**config.mk**
```make
export PLATFORM = sky130hd
export DESIGN_NAME = sorted_priority_queue_unit
export DESIGN_NICKNAME = d
export VERILOG_FILES = /design/src/design/spq_pkg.sv /design/src/design/spq_mem.sv /design/src/design/spq_ctrl.sv /design/src/design/sorted_priority_queue_unit.sv
export SDC_FILE = /design/constraint.sdc
export NUM_CORES = 2
export LEC_CHECK = 0
export ABC_AREA = 1
export BUFFER_PORTS_ARGS = -buffer_cell sky130_fd_sc_hd__buf_2
export CAP_MARGIN = 0
export CORE_MARGIN = 10
export CORE_UTILIZATION = 44
export CTS_CLUSTER_DIAMETER = 80
export DETAILED_ROUTE_END_ITERATION = 10
export PLACE_DENSITY_LB_ADDON = 0.05
export SLEW_MARGIN = 20
export SYNTH_ARGS = -nofsm -noshare
export SYNTH_HDL_FRONTEND = slang
export SYNTH_SLANG_ARGS = --single-unit
```
**constraint.sdc**
```tcl
create_clock -name clk_i -period 6.2 [get_ports clk_i]
set_clock_uncertainty 0.2 [all_clocks]
set_input_delay 1.24 -clock clk_i [delete_from_list [all_inputs] [get_ports clk_i]]
set_output_delay 1.24 -clock clk_i [all_outputs]
set_load 0.01 [all_outputs]
```
**src/design/spq_pkg.sv**
```systemverilog
// Shared types, codes and sizes for the sorted priority queue.
package spq_pkg;

  localparam int unsigned TAG_BITS        = 16;
  localparam int unsigned PRIO_BITS       = 8;
  localparam int unsigned OCC_BITS        = 8;
  localparam int unsigned DEF_QUEUE_DEPTH = 128;

  typedef enum logic [0:0] {
    ACT_ENQ = 1'b0,
    ACT_DEQ = 1'b1
  } action_e;

  typedef enum logic [1:0] {
    ST_DONE  = 2'd0,
    ST_FULL  = 2'd1,
    ST_EMPTY = 2'd2
  } status_e;

  typedef enum logic [1:0] {
    S_IDLE,
    S_DEQ_RD,
    S_SCAN,
    S_PLACE_HEAD
  } state_e;

  typedef struct packed {
    action_e               action;
    logic [TAG_BITS-1:0]   job_tag;
    logic [PRIO_BITS-1:0]  job_priority;
  } req_t;

  typedef struct packed {
    status_e               status;
    logic [TAG_BITS-1:0]   out_tag;
    logic [PRIO_BITS-1:0]  out_priority;
    logic [OCC_BITS-1:0]   occupancy;
  } res_t;

  typedef struct packed {
    logic [TAG_BITS-1:0]   tag;
    logic [PRIO_BITS-1:0]  prio;
  } entry_t;

endpackage

```
**src/design/spq_mem.sv**
```systemverilog
// Entry storage: one write port and one registered read port.
module spq_mem #(
  parameter int unsigned QueueDepth = spq_pkg::DEF_QUEUE_DEPTH,
  localparam int unsigned AddrW     = $clog2(QueueDepth)
) (
  input  logic                clk_i,
  input  logic                we_i,
  input  logic [AddrW-1:0]    waddr_i,
  input  spq_pkg::entry_t     wdata_i,
  input  logic                re_i,
  input  logic [AddrW-1:0]    raddr_i,
  output spq_pkg::entry_t     rdata_o
);

  spq_pkg::entry_t mem_q [QueueDepth];
  spq_pkg::entry_t rdata_q;

  always_ff @(posedge clk_i) begin
    if (we_i) begin
      mem_q[waddr_i] <= wdata_i;
    end
  end

  always_ff @(posedge clk_i) begin
    if (re_i) begin
      rdata_q <= mem_q[raddr_i];
    end
  end

  assign rdata_o = rdata_q;

endmodule

```
**src/design/spq_ctrl.sv**
```systemverilog
// Sequencer: insertion walk, head pop, count and result register.
module spq_ctrl #(
  parameter int unsigned QueueDepth = spq_pkg::DEF_QUEUE_DEPTH,
  localparam int unsigned AddrW     = $clog2(QueueDepth),
  localparam int unsigned CntW      = $clog2(QueueDepth + 1)
) (
  input  logic                clk_i,
  input  logic                rst_ni,
  input  logic                start_i,
  input  spq_pkg::req_t       req_i,
  output logic                busy_o,
  output logic                done_o,
  output spq_pkg::res_t       res_o,
  output logic                we_o,
  output logic [AddrW-1:0]    waddr_o,
  output spq_pkg::entry_t     wdata_o,
  output logic                re_o,
  output logic [AddrW-1:0]    raddr_o,
  input  spq_pkg::entry_t     rdata_i
);

  localparam int unsigned OccW = spq_pkg::OCC_BITS;
  localparam int unsigned TagW = spq_pkg::TAG_BITS;
  localparam int unsigned PriW = spq_pkg::PRIO_BITS;

  spq_pkg::state_e  state_q, state_d;
  logic [CntW-1:0]  cnt_q, cnt_d;
  logic [AddrW-1:0] j_q, j_d;
  spq_pkg::entry_t  new_q, new_d;
  spq_pkg::res_t    res_q, res_d;
  logic             done_q, done_d;
  logic             shift;

  // Storage is kept reversed: slot 0 is the tail, slot cnt-1 the head.
  assign shift = rdata_i.prio > new_q.prio;

  always_ff @(posedge clk_i or negedge rst_ni) begin
    if (!rst_ni) begin
      state_q <= spq_pkg::S_IDLE;
      cnt_q   <= '0;
      done_q  <= 1'b0;
    end else begin
      state_q <= state_d;
      cnt_q   <= cnt_d;
      done_q  <= done_d;
    end
  end

  always_ff @(posedge clk_i) begin
    j_q   <= j_d;
    new_q <= new_d;
    res_q <= res_d;
  end

  always_comb begin
    state_d = state_q;
    cnt_d   = cnt_q;
    j_d     = j_q;
    new_d   = new_q;
    res_d   = res_q;
    done_d  = 1'b0;
    we_o    = 1'b0;
    waddr_o = j_q;
    wdata_o = new_q;
    re_o    = 1'b0;
    raddr_o = '0;

    case (state_q)
      spq_pkg::S_IDLE: begin
        if (start_i) begin
          if (req_i.action == spq_pkg::ACT_DEQ) begin
            if (cnt_q == '0) begin
              res_d  = '{spq_pkg::ST_EMPTY, '0, '0, '0};
              done_d = 1'b1;
            end else begin
              re_o    = 1'b1;
              raddr_o = AddrW'(cnt_q - CntW'(1));
              state_d = spq_pkg::S_DEQ_RD;
            end
          end else if (cnt_q == CntW'(QueueDepth)) begin
            res_d  = '{spq_pkg::ST_FULL, '0, '0, OccW'(cnt_q)};
            done_d = 1'b1;
          end else begin
            new_d = '{req_i.job_tag, req_i.job_priority};
            if (cnt_q == '0) begin
              we_o    = 1'b1;
              waddr_o = '0;
              wdata_o = '{req_i.job_tag, req_i.job_priority};
              cnt_d   = CntW'(1);
              res_d   = '{spq_pkg::ST_DONE, '0, '0, OccW'(1)};
              done_d  = 1'b1;
            end else begin
              re_o    = 1'b1;
              raddr_o = AddrW'(cnt_q - CntW'(1));
              j_d     = AddrW'(cnt_q);
              state_d = spq_pkg::S_SCAN;
            end
          end
        end
      end

      spq_pkg::S_DEQ_RD: begin
        cnt_d   = cnt_q - CntW'(1);
        res_d   = '{spq_pkg::ST_DONE, TagW'(rdata_i.tag), PriW'(rdata_i.prio),
                    OccW'(cnt_q - CntW'(1))};
        done_d  = 1'b1;
        state_d = spq_pkg::S_IDLE;
      end

      spq_pkg::S_SCAN: begin
        we_o    = 1'b1;
        waddr_o = j_q;
        if (shift) begin
          // Move the higher entry up one slot and fetch the next one down.
          wdata_o = rdata_i;
          j_d     = j_q - AddrW'(1);
          if (j_q == AddrW'(1)) begin
            state_d = spq_pkg::S_PLACE_HEAD;
          end else begin
            re_o    = 1'b1;
            raddr_o = j_q - AddrW'(2);
          end
        end else begin
          wdata_o = new_q;
          cnt_d   = cnt_q + CntW'(1);
          res_d   = '{spq_pkg::ST_DONE, '0, '0, OccW'(cnt_q + CntW'(1))};
          done_d  = 1'b1;
          state_d = spq_pkg::S_IDLE;
        end
      end

      spq_pkg::S_PLACE_HEAD: begin
        we_o    = 1'b1;
        waddr_o = '0;
        wdata_o = new_q;
        cnt_d   = cnt_q + CntW'(1);
        res_d   = '{spq_pkg::ST_DONE, '0, '0, OccW'(cnt_q + CntW'(1))};
        done_d  = 1'b1;
        state_d = spq_pkg::S_IDLE;
      end

      default: begin
        state_d = spq_pkg::S_IDLE;
      end
    endcase
  end

  assign busy_o = state_q != spq_pkg::S_IDLE;
  assign done_o = done_q;
  assign res_o  = res_q;

endmodule

```
**src/design/sorted_priority_queue_unit.sv**
```systemverilog
// Top level of the sorted priority queue: sequencer plus entry storage.
//
// A fixed-capacity job queue kept sorted by priority. Drive start high with a
// request beat on req_i; the beat is taken at a rising edge where busy is low.
// Every request gives exactly one result beat on res_o, marked by done_o for a
// single cycle; the receiver cannot stall it, so sample res_o whenever done_o
// is high. An enqueue that finds the queue full, a dequeue that finds it empty,
// and an enqueue into an empty queue finish at once: the result shows the next
// cycle and busy never rises. A dequeue makes one memory read of the head.
// An enqueue walks down from the head end of the storage, moving one entry
// per cycle through the single read and write port of the entry memory until
// it finds an entry with a priority no higher than the new one. Among equal
// priorities the newest job is served first. Occupancy reports the stored
// job count after the request. No clearing pass follows reset: slots are
// only read below the count.
module sorted_priority_queue_unit #(
  parameter int unsigned QueueDepth = spq_pkg::DEF_QUEUE_DEPTH
) (
  input  logic           clk_i,
  input  logic           rst_ni,
  input  logic           start,
  output logic           busy,
  input  spq_pkg::req_t  req_i,
  output logic           done_o,
  output spq_pkg::res_t  res_o
);

  localparam int unsigned AddrW = $clog2(QueueDepth);
  localparam int unsigned OccW  = spq_pkg::OCC_BITS;
  localparam logic [OccW-1:0] OccFull = OccW'(QueueDepth);

  logic             we;
  logic [AddrW-1:0] waddr;
  spq_pkg::entry_t  wdata;
  logic             re;
  logic [AddrW-1:0] raddr;
  spq_pkg::entry_t  rdata;

  // Sequencer: owns the count, the insertion walk and the result register.
  spq_ctrl #(
    .QueueDepth(QueueDepth)
  ) u_ctrl (
    .clk_i   (clk_i),
    .rst_ni  (rst_ni),
    .start_i (start),
    .req_i   (req_i),
    .busy_o  (busy),
    .done_o  (done_o),
    .res_o   (res_o),
    .we_o    (we),
    .waddr_o (waddr),
    .wdata_o (wdata),
    .re_o    (re),
    .raddr_o (raddr),
    .rdata_i (rdata)
  );

  // Entry storage, tail at slot 0 and head at the top of the filled range.
  spq_mem #(
    .QueueDepth(QueueDepth)
  ) u_mem (
    .clk_i   (clk_i),
    .we_i    (we),
    .waddr_i (waddr),
    .wdata_i (wdata),
    .re_i    (re),
    .raddr_i (raddr),
    .rdata_o (rdata)
  );

  // A full rejection always reports a full queue.
  a_full_occ : assert property (@(posedge clk_i) disable iff (!rst_ni)
    done_o && res_o.status == spq_pkg::ST_FULL |-> res_o.occupancy == OccFull)
    else $error("full rejection with wrong occupancy");

  // An empty dequeue carries no job and an empty count.
  a_empty_zero : assert property (@(posedge clk_i) disable iff (!rst_ni)
    done_o && res_o.status == spq_pkg::ST_EMPTY |->
      res_o.out_tag == '0 && res_o.out_priority == '0 && res_o.occupancy == '0)
    else $error("empty dequeue carries data");

  // Busy only rises on a taken request beat.
  a_busy_rise : assert property (@(posedge clk_i) disable iff (!rst_ni)
    $rose(busy) |-> $past(start))
    else $error("busy rose without a request");

  // No result beat is produced while a request is still being worked on.
  a_busy_done : assert property (@(posedge clk_i) disable iff (!rst_ni)
    busy && $past(busy) |-> !done_o)
    else $error("result beat during a walk");

endmodule
```
* Word level (Yosys, flattened, before mapping)
Memories as Yosys holds them, arrays and structs flattened. A register that Yosys moved wholly into a read port is not among the register bits.
Index checks and enable logic that the tools add are counted.
** Cells by class
- Mux-type cells :: 64
- Order comparisons :: 1
- Equal/unequal tests :: 16
- Bitwise operators :: 2
- Reduce and logical (&&, ||, !) cells :: 11
- $add $sub $neg :: 4
** Operators with widths (number)
- $mux W34 :: 6
- $pmux W34 S4 :: 1
- $mux W24 :: 5
- $mux W7 :: 15
- $pmux W24 S2 :: 1
- $pmux W7 S2 :: 3
- $mux W8 :: 5
- $pmux W8 S4 :: 1
- $mux W1 :: 16
- $mux W2 :: 7
- $reduce_and A4 Y1 :: 3
- $ne A2 B2 Y1 const B :: 5
- $add A8 B1 Y8 const B :: 1
- $eq A8 B8 Y1 const B :: 1
- $gt A8 B8 Y1 :: 1
- $logic_not A8 Y1 :: 1
- $sub A8 B1 Y8 const B :: 1
- $eq A7 B1 Y1 const B :: 1
- $sub A7 B1 Y7 const B :: 1
- $sub A7 B2 Y7 const B :: 1
- $ne A3 B3 Y1 const B :: 2
- $pmux W2 S3 :: 1
- $reduce_and A6 Y1 :: 1
- $reduce_and A5 Y1 :: 1
- other kinds (11) :: 17
** Word-level totals
- RAM bits :: 3072
- Input port bits :: 28
- Word-level logic and storage cells :: 109
- Memories kept :: 1
- Register bits :: 76
** Memories
- u_mem.mem_q :: depth 128, bits a word 24, read ports 1, clocked after Yosys merged registers in 1, write ports 1, RTL line spq_mem.sv:15 : spq_pkg::entry_t mem_q [QueueDepth];

* Longest topological paths before layout
- Depth after elaboration :: 8
- Gate-level depth with buffers :: 24
- Gate-level depth less buffers :: 22

* Cells and area by module
A second synthesis with hierarchy kept.
** Unflattened totals
- Cell total of the unflattened synthesis :: 10624
- Area total of the unflattened synthesis :: 128822.3 sq um
** By module, submodules not included
- spq_mem :: area each 124289.2 sq um, cells each 10092, instances 1, seq. area each 92969.2 sq um
- spq_ctrl :: area each 4533.1 sq um, cells each 532, instances 1, seq. area each 2227.1 sq um

* Worst setup path after synthesis
Ideal clock, no wire load.
- Path kind :: flip-flop to flip-flop
- Start point :: register, netlist name u_mem.rdata_o[7]
- End point :: memory u_mem.mem_q[0][1] in the netlist's numbering (data pin)
- Period minus slack after synthesis :: 6.276 ns
- Path buffers :: 0
- Arrival time :: 5.203 ns
- Stages on the path, launching flop included :: 11
- Data required time :: 5.127 ns
- Setup time :: 0.873 ns
- Path slack :: -0.076 ns
- Cell sequence :: edfxtp_1 ha_1 nand2_1 nor2_1 nand4_1 nand2_1 inv_1 nor2_1 o21bai_1 nor2_1 o211ai_1
** RTL lines (RTL line)
- end: declaration :: spq_mem.sv:15

* Worst setup path after layout
- Start point :: register, netlist name u_mem.rdata_o[0]
- End point :: register, netlist name u_mem.rdata_o[12]
** On the way
- Cells in the longest elaborated chain, start to end :: 3
- Elaborated cells between the ends (all ways) :: 5
- Classes of those cells :: order compare (1); mux (4)
** Ends and longest elaborated chain
- $gt A8 B8 Y1 * :: RTL line spq_ctrl.sv:35 : assign shift = rdata_i.prio > new_q.prio;
- $mux W7 or $mux W1 (tied branches) :: RTL line spq_ctrl.sv:113 : if (shift) begin
- $pmux W7 S2 or $pmux W1 S2 (tied branches) :: RTL line spq_ctrl.sv:68 : case (state_q)
Every way passes the cells marked *; elsewhere a longest branch is shown, timed or not.
A chain may end at the register's enable or synchronous reset.

==> results by group <==
Run status
  – Status: completed

Floorplan
  – # rows: 206
  – Core ar.: 315000 um2
  – Die W: 583 um
  – Initial Util: 0.443
  – Die area: 340000 um2
  – IO Pins: 64
  – Die H: 583 um

Timing
  – Final TNS setup: 0 ns
  – Relative max-transition margin: 0.249
  – Slew Limit Fails: 0
  – Slew @ Worst Pin: 1.13 ns
  – Tmin final: 5.59 ns
  – Final setup fails: 0
  – RSZ-0062 raised after global routing: no
  – Max Clock Freq: 179 MHz
  – Final hold violation count: 0
  – Tcrit/Tclk final: 0.901
  – Hold WS: 0.282 ns

Yosys
  – Count of state elements after synthesis: 3172
  – Net Count, Synth: 12707
  – Async S/R FF share, synth: 0.00347
  – YS warnings: 0
  – Seq/Total Area, Yosys: 0.682
  – Cell variety after synth: 39
  – Post-Syn Instances: 12661
  – Largest area contributor in the netlist: edfxtp_1
  – Post-synthesis cell area: 139000 um2
  – Top_reg_cell synth: edfxtp_1
  – EDFF count, synth: 3161
  – Synth area leaders: edfxtp_1, nand3_1, nand2_1, inv_1, nand3b_1
  – Avg Cell Area, Syn: 11.0 um2
  – Top cell type's share of synthesized area: 0.680

Drt
  – Met3 routed WL: 34100 um
  – Pre-antenna DRT Iters: 6
  – Final WL: 478000 um
  – Via Count: 96593
  – Max Used Layer: met5
  – DR vias/cell: 5.64
  – M1 wire length: 200000 um
  – Initial DRC count: 10742
  – Wire length on met2: 223000 um
  – Final ANT Viol Nets: 0
  – Drt wl/cell: 27.9 um
  – Drc violations: 0

Clock network
  – Total CTS buffers: 358
  – Clock Path Buffers: 4
  – Clk slew on worst S/H paths: 0.06 ns
  – CTS tree: built
  – Root buf cell: clkbuf_16
  – Post-cts sizing count: 0
  – Clock sink count: 3172
  – Number of setup buffers added after CTS: 0
  – H-Tree Depth: 5
  – Worst skew pair latency: 0.95 ns

Setup path
  – WS Path Type: reg -> reg
  – Max incr delay on CP: 0.81 ns
  – Cell mode on critical path: nand2_1
  – Setup crit start kind: flop
  – Crit path buf inv count: 4
  – Crit-path cells: inv_1, ha_1, inv_1, nand2_1, nand2_1, nand2_1, nand2_1, nand2_1, nand2_2, nand4_4, nand2_8, buf_12, buf_4, nand2_1, nand3_1, nand3_1, nand3_1, nand3_1, nand3_1, nand2_1, nand2_1, nand2_1
  – Reg2reg start: u_mem.rdata_o[0]
  – Critical-path maximum fanout: 83
  – Crit. End Element: flop
  – WP data arrival: 6.06 ns
  – CP startpoint: u_mem.rdata_o[0]
  – Largest delay share family, worst path: simple AND/OR/NAND/NOR gates
  – Crit path max-delay cell type: edfxtp_1
  – Critical path required time: 6.68 ns

Placed design
  – GP Congestion: 0.847
  – Dpl hpwl: 272000 um
  – IO buf count: 63

Global route
  – GRT Util Overall: 0.272
  – First-pass GRT wire length: 683000 um
  – Largest net degree at the start of global routing: 156
  – Vias in the first global route: 92371
  – Initial antenna violation count: 25
  – Remaining Overflow, GRT: 0

Layout
  – Fillers: 28034
  – Share of post-route cells with drive strength above 1: 0.0896
  – Nets: 12728
  – Area growth, synth to finish: 13.0%

Power
  – Worst vdd ir: 0.452 mV
  – Leak Pwr: 61.0 nW
  – Total power per unit cell area: 542 nW/um2

Job
  – Max_cap viols: 0

Min path
  – Hold Path Class: in -> reg
  – Worst hold start: req_i[18]
placed cells by master, fill, tap and decap left out, types with 5 or more instances in the layout:
master,netlist,routed
a21oi_1,15,15
buf_12,0,104
buf_2,489,63
buf_4,13,320
bufinv_16,0,18
clkbuf_1,279,71
clkbuf_16,0,364
clkinv_1,0,92
clkinv_2,0,64
clkinv_8,0,8
clkinvlp_4,0,9
dfrtp_1,11,11
diode_2,0,5
edfxtp_1,3161,3161
ha_1,18,18
inv_1,1951,1950
inv_2,10,6
inv_6,0,10
inv_8,0,7
nand2_1,2241,2233
nand2_2,4,9
nand3_1,3248,3230
nand3_4,0,16
nand3b_1,887,887
nand4_1,5,5
nor2_1,149,25
nor2_2,3,109
nor2_4,4,22
nor3_1,16,9
nor3_2,0,7
o211ai_1,33,33
o21ai_0,47,46
xor2_1,11,11
routing by layer:
layer | global-route usage | vias up
met5 | 0 | -
met4 | 0.108 | 12
met3 | 0.0377 | 811
met2 | 0.440 | 4014
met1 | 0.374 | 48505
li1 | - | 43251
registers in the layout, indices dropped and copies added (netlist names):
| signal | count |
|---|---|
| u_ctrl.cnt_q | 8 |
| u_mem.mem_q | 3072 |
| u_ctrl.res_o | 34 |
| u_ctrl.done_o | 1 |
| u_ctrl.new_q | 24 |
| u_ctrl.j_q | 7 |
| u_ctrl.state_q | 2 |
| u_mem.rdata_o | 24 |
final cells by class:
class | count | area (um2) | area share
tap | 4160 | 5200 | 0.0330
antenna | 5 | 12.5 | 0.0000794
clock buffer | 435 | 9380 | 0.0595
timing repair buffer | 488 | 4810 | 0.0305
clock inverter | 212 | 1680 | 0.0107
sequential | 3172 | 95200 | 0.604
multi-input combinational | 6701 | 33900 | 0.215
inverter | 1961 | 7390 | 0.0469
logic make-up after synthesis:
family	share of synthesized area
fa+ha+maj	0.00161
xor+xnor	0.000753
compound gates	0.00464
buf+inv	0.0799
simple gates	0.231
flops	0.682
power by group:
group | internal [mW] | switching [mW]
combinational | 7.87 | 28.3
sequential | 28.3 | 0.493
clock | 11.5 | 8.86
total | 47.7 | 37.6
synthesized netlist by cell type (all sizes together) (2+ instances only):
| master | count |
|---|---|
| dfrtp | 11 |
| nand4 | 9 |
| buf | 547 |
| a21oi | 15 |
| clkbuf | 280 |
| o21ai | 51 |
| ha | 18 |
| xor2 | 11 |
| a22oi | 2 |
| nor3 | 16 |
| o211ai | 33 |
| inv | 1961 |
| edfxtp | 3161 |
| nand2 | 2246 |
| nand3b | 887 |
| nor2 | 156 |
| nand3 | 3248 |
stage by stage:
| step | setup slack [ns] | cell area, um2 | util | total power [mW] | cells |
|---|---|---|---|---|---|
| 3_3_place_gp | 0.576 | 146000 | 0.465 | 65.3 | 16481 |
| 4_1_cts | 0.788 | 158000 | 0.500 | 85.6 | 17129 |
| 3_5_place_dp | 0.543 | 147000 | 0.465 | 65.3 | 16481 |
| 6_report | 0.612 | 158000 | 0.500 | 85.4 | 17134 |
| 2_1_floorplan | 0.00229 | 140000 | - | 47.7 | 12661 |
| 5_1_grt | 0.618 | 158000 | 0.500 | 88.5 | 17130 |
final timing paths:
path | end | slack (ns) | cells past startpoint
worst max-delay path | u_mem.rdata_o[12] | 0.61 | 22
worst min-delay path | u_ctrl.new_q[18] | 0.28 | 1
worst max register to register | u_mem.rdata_o[12] | 0.61 | 22
worst min register to register | u_ctrl.res_o[21] | 0.34 | 2
max in group asynchronous | u_ctrl.cnt_q[6] | 5.01 | 2
min in group asynchronous | u_ctrl.cnt_q[7] | 0.54 | 2
timing repair:
action / CTS / global route
hold buffers: 1 / 0
endpoints found under the hold margin: 11 / 0
setup endpoints to repair: 0 / 0
worst register-to-register path: cells and delay by family (launching register included):
kind | cells | cell delay [ns]
AND/OR/NAND/NOR | 17 | 2.96
flip-flops | 1 | 0.81
buffers and inverters | 4 | 1.15
adder cells (fa/ha/maj) | 1 | 0.23
No activity file was read; power rests on OpenSTA's default activity.
